**config.mk**
```make
export PLATFORM = sky130hd
export DESIGN_NAME = wheel_encoder_odometry
export DESIGN_NICKNAME = d
export VERILOG_FILES = /design/src/sv/weo_pkg.sv /design/src/sv/wheel_encoder_odometry.sv
export SDC_FILE = /design/constraint.sdc
export NUM_CORES = 2
export LEC_CHECK = 0
export ABC_AREA = 1
export BUFFER_PORTS_ARGS = -buffer_cell sky130_fd_sc_hd__clkbuf_2
export CORE_MARGIN = 5
export CORE_UTILIZATION = 40
export CTS_CLUSTER_DIAMETER = 100
export DETAILED_ROUTE_END_ITERATION = 12
export SETUP_SLACK_MARGIN = 0.2
export SYNTH_ARGS = -nofsm -noshare
export SYNTH_HDL_FRONTEND = slang
export SYNTH_SLANG_ARGS = --single-unit
```
**constraint.sdc**
```tcl
create_clock -name clk -period 7.4 [get_ports clk]
set_clock_uncertainty 0.05 [all_clocks]
set_input_delay 1.48 -clock clk [delete_from_list [all_inputs] [get_ports clk]]
set_output_delay 1.48 -clock clk [all_outputs]
set_load 0.05 [all_outputs]
```
**src/sv/weo_pkg.sv**
```systemverilog
`timescale 1ns / 1ps

package weo_pkg;

    localparam int FRAC_BITS = 16;
    localparam int ACC_W = 48;

    localparam logic [1:0] REQ_SAMPLE = 2'd0;
    localparam logic [1:0] REQ_START = 2'd1;
    localparam logic [1:0] REQ_STOP = 2'd2;

    localparam int SPD_NUM_W = 32;
    localparam int SPD_DEN_W = 21;
    localparam logic [16:0] SPD_NUM = 17'd100528;
    localparam logic [4:0] SPD_DEN = 5'd17;
    localparam logic [15:0] SPD_MAX = 16'd32767;

    localparam int DIST_PROD_W = 29;
    localparam int DIST_REM_W = 12;
    localparam logic [12:0] DIST_NUM = 13'd6283;
    localparam logic [11:0] DIST_DEN = 12'd2125;
    localparam logic [11:0] DIST_HALF = 12'd1062;

    localparam logic [15:0] MEAN_RECIP = 16'd52429;
    localparam int MEAN_SHIFT = 18;

    localparam int DIST_NUM_W = DIST_PROD_W + FRAC_BITS;
    localparam int DIV_W0 = (DIST_NUM_W > SPD_NUM_W) ? DIST_NUM_W : SPD_NUM_W;
    localparam int DIV_W = DIV_W0 + (DIV_W0 % 2);
    localparam int DIV_STEPS = DIV_W / 2;
    localparam int STEP_W = $clog2(DIV_STEPS);

    typedef struct packed {
        logic [1:0] req_type;
        logic [14:0] pulses_left;
        logic [14:0] pulses_right;
        logic dir_left;
        logic dir_right;
    } sample_t;

    typedef struct packed {
        logic signed [15:0] speed_left;
        logic signed [15:0] speed_right;
        logic signed [15:0] speed_mean;
        logic [15:0] speed_gap;
        logic signed [31:0] distance_mm;
    } result_t;

endpackage

```
**src/sv/wheel_encoder_odometry.sv**
```systemverilog
`timescale 1ns / 1ps

// A sample is accepted while idle and passes through the load, divide, saturate, mean,
// multiply and final states, with 16 fraction bits in the radix-4 serial dividers.
// One sample is processed at a time; a new one waits until the final state registers the result.
// Start, stop and unused requests are taken while idle and give no result.
// The asynchronous active-low reset clears the mean, the distance and its enable, and
// sets the interval to 10 ms.
module wheel_encoder_odometry (
    input  logic                clk,
    input  logic                rst_n,
    input  logic                sample_valid,
    output logic                sample_stall,
    input  weo_pkg::sample_t    sample,
    output logic                result_valid,
    input  logic                result_stall,
    output weo_pkg::result_t    result,
    input  logic                cfg_valid,
    output logic                cfg_ready,
    input  logic [15:0]         cfg_data
);

    typedef enum logic [6:0] {
        S_IDLE = 7'b0000001,
        S_LOAD = 7'b0000010,
        S_DIV  = 7'b0000100,
        S_SAT  = 7'b0001000,
        S_MEAN = 7'b0010000,
        S_MUL  = 7'b0100000,
        S_FIN  = 7'b1000000
    } state_t;

    localparam int DW = weo_pkg::DIV_W;
    localparam int AW = weo_pkg::ACC_W;
    localparam int SRW = weo_pkg::SPD_DEN_W;
    localparam int DRW = weo_pkg::DIST_REM_W;
    localparam int SW = weo_pkg::STEP_W;
    localparam logic [AW-1:0] FRAC_MASK =
        AW'((64'd1 << weo_pkg::FRAC_BITS) - 64'd1);

    state_t state_reg, state_next;
    logic [SW-1:0] step_reg, step_next;
    logic res_valid_reg, res_valid_next;
    logic [15:0] interval_reg, interval_next;
    logic [15:0] mean_reg, mean_next;
    logic [AW-1:0] acc_reg, acc_next;
    logic dist_on_reg, dist_on_next;

    logic [14:0] mag_l_reg, mag_l_next;
    logic [14:0] mag_r_reg, mag_r_next;
    logic neg_l_reg, neg_l_next;
    logic neg_r_reg, neg_r_next;
    logic [16:0] sum_reg, sum_next;
    logic [SRW-1:0] den_reg, den_next;
    logic [SRW-1:0] spd_rem_reg [2];
    logic [SRW-1:0] spd_rem_next [2];
    logic [DW-1:0] spd_dq_reg [2];
    logic [DW-1:0] spd_dq_next [2];
    logic [DRW-1:0] dist_rem_reg, dist_rem_next;
    logic [DW-1:0] dist_dq_reg, dist_dq_next;
    logic [15:0] sl_reg, sl_next;
    logic [15:0] sr_reg, sr_next;
    logic [15:0] gap_reg, gap_next;
    logic x_neg_reg, x_neg_next;
    logic [17:0] x_mag_reg, x_mag_next;
    logic [33:0] prod_reg, prod_next;
    weo_pkg::result_t res_reg, res_next;

    logic [SRW-1:0] spd_rem_step [2];
    logic [DW-1:0] spd_dq_step [2];
    logic [DRW-1:0] dist_rem_step;
    logic [DW-1:0] dist_dq_step;

    logic [SRW:0] spd_trial;
    logic [DRW:0] dist_trial;
    logic [SRW-1:0] rem_s;
    logic [DW-1:0] dq_s;
    logic [DRW-1:0] rem_d;
    logic [DW-1:0] dq_d;

    logic [16:0] cl17, cr17;
    logic [15:0] ms;
    logic [15:0] dist_mag;
    logic [DW-1:0] dist_prod;
    logic [31:0] num_l, num_r;
    logic [AW-1:0] inc;
    logic [AW:0] acc_sum;
    logic [16:0] pair_sum, pair_adj, pair_diff;
    logic [15:0] half;
    logic [18:0] x19;
    logic [15:0] mean_q;
    logic [AW-1:0] acc_adj, acc_shift;
    logic [AW-32:0] acc_hi;
    logic [31:0] mm;

    assign sample_stall = (state_reg != S_IDLE);
    assign result_valid = res_valid_reg;
    assign result = res_reg;
    assign cfg_ready = 1'b1;

    // Two quotient bits per cycle for each of the three restoring dividers.
    always_comb
    begin
        for (int w = 0; w < 2; w++)
        begin
            rem_s = spd_rem_reg[w];
            dq_s = spd_dq_reg[w];
            for (int b = 0; b < 2; b++)
            begin
                spd_trial = {rem_s, dq_s[DW-1]};
                dq_s = {dq_s[DW-2:0], 1'b0};
                if (spd_trial >= {1'b0, den_reg})
                begin
                    rem_s = SRW'(spd_trial - {1'b0, den_reg});
                    dq_s[0] = 1'b1;
                end
                else
                begin
                    rem_s = spd_trial[SRW-1:0];
                end
            end
            spd_rem_step[w] = rem_s;
            spd_dq_step[w] = dq_s;
        end
        rem_d = dist_rem_reg;
        dq_d = dist_dq_reg;
        for (int b = 0; b < 2; b++)
        begin
            dist_trial = {rem_d, dq_d[DW-1]};
            dq_d = {dq_d[DW-2:0], 1'b0};
            if (dist_trial >= {1'b0, weo_pkg::DIST_DEN})
            begin
                rem_d = DRW'(dist_trial - {1'b0, weo_pkg::DIST_DEN});
                dq_d[0] = 1'b1;
            end
            else
            begin
                rem_d = dist_trial[DRW-1:0];
            end
        end
        dist_rem_step = rem_d;
        dist_dq_step = dq_d;
    end

    always_comb
    begin
        cl17 = sample.dir_left ? 17'd0 - {2'b00, sample.pulses_left}
                               : {2'b00, sample.pulses_left};
        cr17 = sample.dir_right ? {2'b00, sample.pulses_right}
                                : 17'd0 - {2'b00, sample.pulses_right};

        ms = (interval_reg == 16'd0) ? 16'd1 : interval_reg;
        dist_mag = sum_reg[16] ? 16'(17'd0 - sum_reg) : sum_reg[15:0];
        dist_prod = DW'(29'(dist_mag) * 29'(weo_pkg::DIST_NUM));
        num_l = 32'(mag_l_reg) * 32'(weo_pkg::SPD_NUM);
        num_r = 32'(mag_r_reg) * 32'(weo_pkg::SPD_NUM);

        inc = sum_reg[16] ? AW'(0) - AW'(dist_dq_reg) : AW'(dist_dq_reg);
        acc_sum = {acc_reg[AW-1], acc_reg} + {inc[AW-1], inc};

        pair_sum = {sl_reg[15], sl_reg} + {sr_reg[15], sr_reg};
        pair_adj = pair_sum + {16'd0, pair_sum[16]};
        half = pair_adj[16:1];
        x19 = {mean_reg[15], mean_reg, 2'b00} + {{3{half[15]}}, half};
        pair_diff = {sl_reg[15], sl_reg} - {sr_reg[15], sr_reg};

        mean_q = prod_reg[weo_pkg::MEAN_SHIFT +: 16];
        acc_adj = acc_reg + (acc_reg[AW-1] ? FRAC_MASK : AW'(0));
        acc_shift = AW'($signed(acc_adj) >>> weo_pkg::FRAC_BITS);
        acc_hi = acc_shift[AW-1:31];
        if ((&acc_hi) || !(|acc_hi))
        begin
            mm = acc_shift[31:0];
        end
        else
        begin
            mm = acc_shift[AW-1] ? {1'b1, 31'd0} : {1'b0, {31{1'b1}}};
        end
    end

    always_comb
    begin
        state_next = state_reg;
        step_next = step_reg;
        res_valid_next = res_valid_reg;
        interval_next = interval_reg;
        mean_next = mean_reg;
        acc_next = acc_reg;
        dist_on_next = dist_on_reg;
        mag_l_next = mag_l_reg;
        mag_r_next = mag_r_reg;
        neg_l_next = neg_l_reg;
        neg_r_next = neg_r_reg;
        sum_next = sum_reg;
        den_next = den_reg;
        spd_rem_next = spd_rem_reg;
        spd_dq_next = spd_dq_reg;
        dist_rem_next = dist_rem_reg;
        dist_dq_next = dist_dq_reg;
        sl_next = sl_reg;
        sr_next = sr_reg;
        gap_next = gap_reg;
        x_neg_next = x_neg_reg;
        x_mag_next = x_mag_reg;
        prod_next = prod_reg;
        res_next = res_reg;

        if (cfg_valid)
        begin
            interval_next = cfg_data;
        end
        if (res_valid_reg && !result_stall)
        begin
            res_valid_next = 1'b0;
        end

        case (state_reg)
            S_IDLE:
            begin
                if (sample_valid)
                begin
                    case (sample.req_type)
                        weo_pkg::REQ_SAMPLE:
                        begin
                            mag_l_next = sample.pulses_left;
                            mag_r_next = sample.pulses_right;
                            neg_l_next = sample.dir_left;
                            neg_r_next = !sample.dir_right;
                            sum_next = cl17 + cr17;
                            state_next = S_LOAD;
                        end
                        weo_pkg::REQ_START:
                        begin
                            acc_next = '0;
                            dist_on_next = 1'b1;
                        end
                        weo_pkg::REQ_STOP:
                        begin
                            dist_on_next = 1'b0;
                        end
                        default:
                        begin
                        end
                    endcase
                end
            end
            S_LOAD:
            begin
                den_next = SRW'(SRW'(ms) * SRW'(weo_pkg::SPD_DEN));
                spd_rem_next[0] = '0;
                spd_rem_next[1] = '0;
                spd_dq_next[0] = DW'(num_l);
                spd_dq_next[1] = DW'(num_r);
                dist_rem_next = '0;
                dist_dq_next = (dist_prod << weo_pkg::FRAC_BITS) + DW'(weo_pkg::DIST_HALF);
                step_next = '0;
                state_next = S_DIV;
            end
            S_DIV:
            begin
                spd_rem_next = spd_rem_step;
                spd_dq_next = spd_dq_step;
                dist_rem_next = dist_rem_step;
                dist_dq_next = dist_dq_step;
                step_next = step_reg + SW'(1);
                if (step_reg == SW'(weo_pkg::DIV_STEPS - 1))
                begin
                    state_next = S_SAT;
                end
            end
            S_SAT:
            begin
                if (neg_l_reg)
                begin
                    sl_next = (spd_dq_reg[0] > DW'(weo_pkg::SPD_MAX)) ? 16'h8000
                                : 16'd0 - spd_dq_reg[0][15:0];
                end
                else
                begin
                    sl_next = (spd_dq_reg[0] > DW'(weo_pkg::SPD_MAX)) ? weo_pkg::SPD_MAX
                                : spd_dq_reg[0][15:0];
                end
                if (neg_r_reg)
                begin
                    sr_next = (spd_dq_reg[1] > DW'(weo_pkg::SPD_MAX)) ? 16'h8000
                                : 16'd0 - spd_dq_reg[1][15:0];
                end
                else
                begin
                    sr_next = (spd_dq_reg[1] > DW'(weo_pkg::SPD_MAX)) ? weo_pkg::SPD_MAX
                                : spd_dq_reg[1][15:0];
                end
                if (dist_on_reg)
                begin
                    if (acc_sum[AW] != acc_sum[AW-1])
                    begin
                        acc_next = acc_sum[AW] ? {1'b1, {(AW-1){1'b0}}}
                                               : {1'b0, {(AW-1){1'b1}}};
                    end
                    else
                    begin
                        acc_next = acc_sum[AW-1:0];
                    end
                end
                state_next = S_MEAN;
            end
            S_MEAN:
            begin
                x_neg_next = x19[18];
                x_mag_next = x19[18] ? 18'(19'd0 - x19) : x19[17:0];
                gap_next = pair_diff[16] ? 16'(17'd0 - pair_diff) : pair_diff[15:0];
                state_next = S_MUL;
            end
            S_MUL:
            begin
                // Division by five as a multiply by the rounded-up reciprocal.
                prod_next = 34'(x_mag_reg) * 34'(weo_pkg::MEAN_RECIP);
                state_next = S_FIN;
            end
            S_FIN:
            begin
                if (!res_valid_reg || !result_stall)
                begin
                    mean_next = x_neg_reg ? 16'd0 - mean_q : mean_q;
                    res_next.speed_left = sl_reg;
                    res_next.speed_right = sr_reg;
                    res_next.speed_mean = x_neg_reg ? 16'd0 - mean_q : mean_q;
                    res_next.speed_gap = gap_reg;
                    res_next.distance_mm = mm;
                    res_valid_next = 1'b1;
                    state_next = S_IDLE;
                end
            end
            default:
            begin
                state_next = S_IDLE;
            end
        endcase
    end

    always_ff @(posedge clk or negedge rst_n)
    begin
        if (!rst_n)
        begin
            state_reg <= S_IDLE;
            step_reg <= '0;
            res_valid_reg <= 1'b0;
            interval_reg <= 16'd10;
            mean_reg <= '0;
            acc_reg <= '0;
            dist_on_reg <= 1'b0;
        end
        else
        begin
            state_reg <= state_next;
            step_reg <= step_next;
            res_valid_reg <= res_valid_next;
            interval_reg <= interval_next;
            mean_reg <= mean_next;
            acc_reg <= acc_next;
            dist_on_reg <= dist_on_next;
        end
    end

    always_ff @(posedge clk)
    begin
        mag_l_reg <= mag_l_next;
        mag_r_reg <= mag_r_next;
        neg_l_reg <= neg_l_next;
        neg_r_reg <= neg_r_next;
        sum_reg <= sum_next;
        den_reg <= den_next;
        spd_rem_reg <= spd_rem_next;
        spd_dq_reg <= spd_dq_next;
        dist_rem_reg <= dist_rem_next;
        dist_dq_reg <= dist_dq_next;
        sl_reg <= sl_next;
        sr_reg <= sr_next;
        gap_reg <= gap_next;
        x_neg_reg <= x_neg_next;
        x_mag_reg <= x_mag_next;
        prod_reg <= prod_next;
        res_reg <= res_next;
    end

endmodule
```
==> run summary <==
# setup viols final -> 0
max incr delay on CP -> 0.52 ns
largest family of logic cells by synthesized area -> adder cells
Synth cell types -> 56
DIE WIDTH -> 376.3 um
Area growth syn-to-layout -> 9.505%
starting density of the core -> 40.20%
worst-margin pin slew -> 1.024 ns
first-pass GRT wire length -> 231900 um
multiplexer share of the synthesized area -> 0%
routed vias -> 44020
drt drc -> 0
RSZ-0062 raised after global routing -> no
H-tree depth -> 3
final cell count without fillers -> 8656
vias in the first global route -> 42920
register area share after synthesis -> 29.07%
Setup TNS -> 0 ns
crit-path max FO -> 7
CP bufs+invs -> 6
RD Place Congestion -> 0.9470
layout cells sized above 1 -> 5.300%
Synth Area in Simple Gates -> 19.27%
Hold-fix buffers, CTS -> 0
DRT Pass-1 Iters -> 6
WS Path Type -> reg2reg
Clock Latency Late Sink -> 0.67 ns
Post-Syn Nets -> 7720
number of synthesized register bits -> 535
Worst Setup End Kind -> register
site row count -> 134
Compound-Gate Fraction of Synth Area -> 9.612%
Clock Sink Count -> 535
CTS buffer count -> 70
Worst EP arrival -> 6.79 ns
clock root cell -> clkbuf_16
pin count of the biggest net entering global routing -> 113
Max Cap Violations -> 0
fmax -> 154.9 MHz
ys async rst share -> 17.57%
mapped cell area -> 53660 um2
number of synthesized flops with an enable pin -> 441
area leader, netlist -> edfxtp_1
run status -> completed
ys flop type -> edfxtp_1
max reg flops -> 96
Final #Nets -> 7859
minimum clock period -> 6.458 ns
post-route cell area -> 58760 um2
clock slew at reported path FFs -> 0.06 ns
remaining antenna violation count after routing -> 0
Synth Area in XOR/XNOR -> 6.692%
Worst path depth -> 28
Post-CTS Resized -> 0
Yosys Warn Count -> 0
WL per Instance -> 16.87 um
Iter 0 DRT Violations -> 3262
Worst Hold Class -> reg2reg
Synth top area share -> 24.68%
final WL -> 146000 um
critical path startpoint category -> register
final core occ -> 44.03%
quantity of I/O buffers inserted on ports -> 152
gr usage total -> 20.37%
part of the cycle the worst path needs -> 87.27%
Congestion Overflow GR -> 0
DR vias/cell -> 5.086
CTS tree -> built
final hold vios -> 0
placed insts -> 8526
DIE AREA -> 141600 um2
CORE AREA -> 133500 um2
io pins -> 154
Die Ht -> 376.3 um
synthesized instance count -> 6691
Post-CTS Setup Inserts -> 0
Synth Area in Adders -> 25.79%
Placed Area -> 56400 um2
Max Slew Vio Count -> 0
Max-slew headroom -> 31.50%
Crit path max-delay family -> adder cells
clk buf depth -> 3
Crit-path slowest cell -> edfxtp_1
WHS Path Cells -> 0
initial antenna violation count -> 3
DP HPWL -> 120300 um
top post-synthesis cells by area -> edfxtp_1 25%, ha_1 18%, nand2_1 9.2%, inv_1 8.6%, fa_1 8.2%
syn_area_per_cell -> 8.019 um2
Critical Path RT -> 7.74 ns
Critical Path Most Common Cell -> inv_1
FF-to-FF path depth -> 28
-- Yosys cell counts (5+ instances only) --
cell type,count
clkinv_1,5
nor2_1,571
a21oi_1,402
xnor2_1,125
nand3_1,299
clkbuf_1,74
nor4_1,44
a211oi_1,7
a21o_1,23
buf_2,17
inv_2,8
o21a_1,12
o31ai_1,12
nand2_1,1312
a31oi_1,31
buf_1,9
o21bai_1,29
nand4_1,87
o21ai_1,7
xor2_1,285
dfrtp_1,91
edfxtp_1,441
o21ai_0,372
nor2_2,5
o211ai_1,10
or2_2,33
nand2_2,11
and3_1,7
fa_1,220
and2_1,6
nor3_1,83
buf_4,8
inv_1,1224
ha_1,754
nand3b_1,7
a21boi_0,21
-- per-stage QoR --
| stage | setup WS, ns | hold slack (ns) |
|---|---|---|
| after detailed placement | 0.9649 | 0.3545 |
| final | 0.9423 | 0.3603 |
| after global routing | 0.3284 | 0.3660 |
| after CTS | 0.9311 | 0.3573 |
| after global placement | 0.9774 | 0.3535 |
| after floorplan | 1.561 | 0.3503 |
-- routing by layer --
metal | track usage (%) | share of wire (%)
met5 | 0 | 0
met3 | 3.015 | 5.8
met1 | 30.17 | 49
met2 | 31.37 | 43
met4 | 4.750 | 2.3
-- area by class of cell --
| type | count | area (um2) |
|---|---|---|
| well taps | 1768 | 2212 |
| diodes | 1 | 2.502 |
| inverters | 1237 | 4653 |
| clock buffers | 81 | 1803 |
| clock inverters | 48 | 555.5 |
| repair buffers | 177 | 963.4 |
| flip-flops and latches | 535 | 15600 |
| multi-input cells | 4809 | 32970 |
| fillers | 13500 | 74700 |
-- cell usage in the layout (no fill, tap or decap), types with 33 or more instances in the layout --
cell          n
nor4_1       43
xor2_1      285
ha_1        754
nand3_1     299
o21ai_0     372
inv_1      1221
nand4_1      87
nor3_1       83
nor2_1      567
a21oi_1     402
or2_2        33
fa_1        220
xnor2_1     125
clkbuf_2    151
dfrtp_1      91
clkbuf_16    70
edfxtp_1    441
nand2_1    1310
-- kinds of logic after synthesis --
| kind of cell | after synthesis |
|---|---|
| adder cells (fa/ha/maj) | 974 |
| buffers and inverters | 1347 |
| other | 1 |
| flip-flops | 535 |
| AO/OA/AOI/OAI | 950 |
| AND/OR/NAND/NOR | 2474 |
| XOR/XNOR | 410 |
-- final timing paths --
path	from	end	slack (ns)
setup / recovery	sum_reg[0]	dist_dq_reg[42]	0.94
hold / removal	gap_reg[15]	result[47]	0.36
setup reg to reg	sum_reg[0]	dist_dq_reg[42]	0.94
hold reg to reg	gap_reg[15]	result[47]	0.36
max in group asynchronous	rst_n	acc_reg[33]	5.18
min in group asynchronous	rst_n	step_reg[1]	0.72
Power is left out: the tool's default activity adds up to more than one toggle a clock period on the data nets, which glitch-free logic cannot reach.
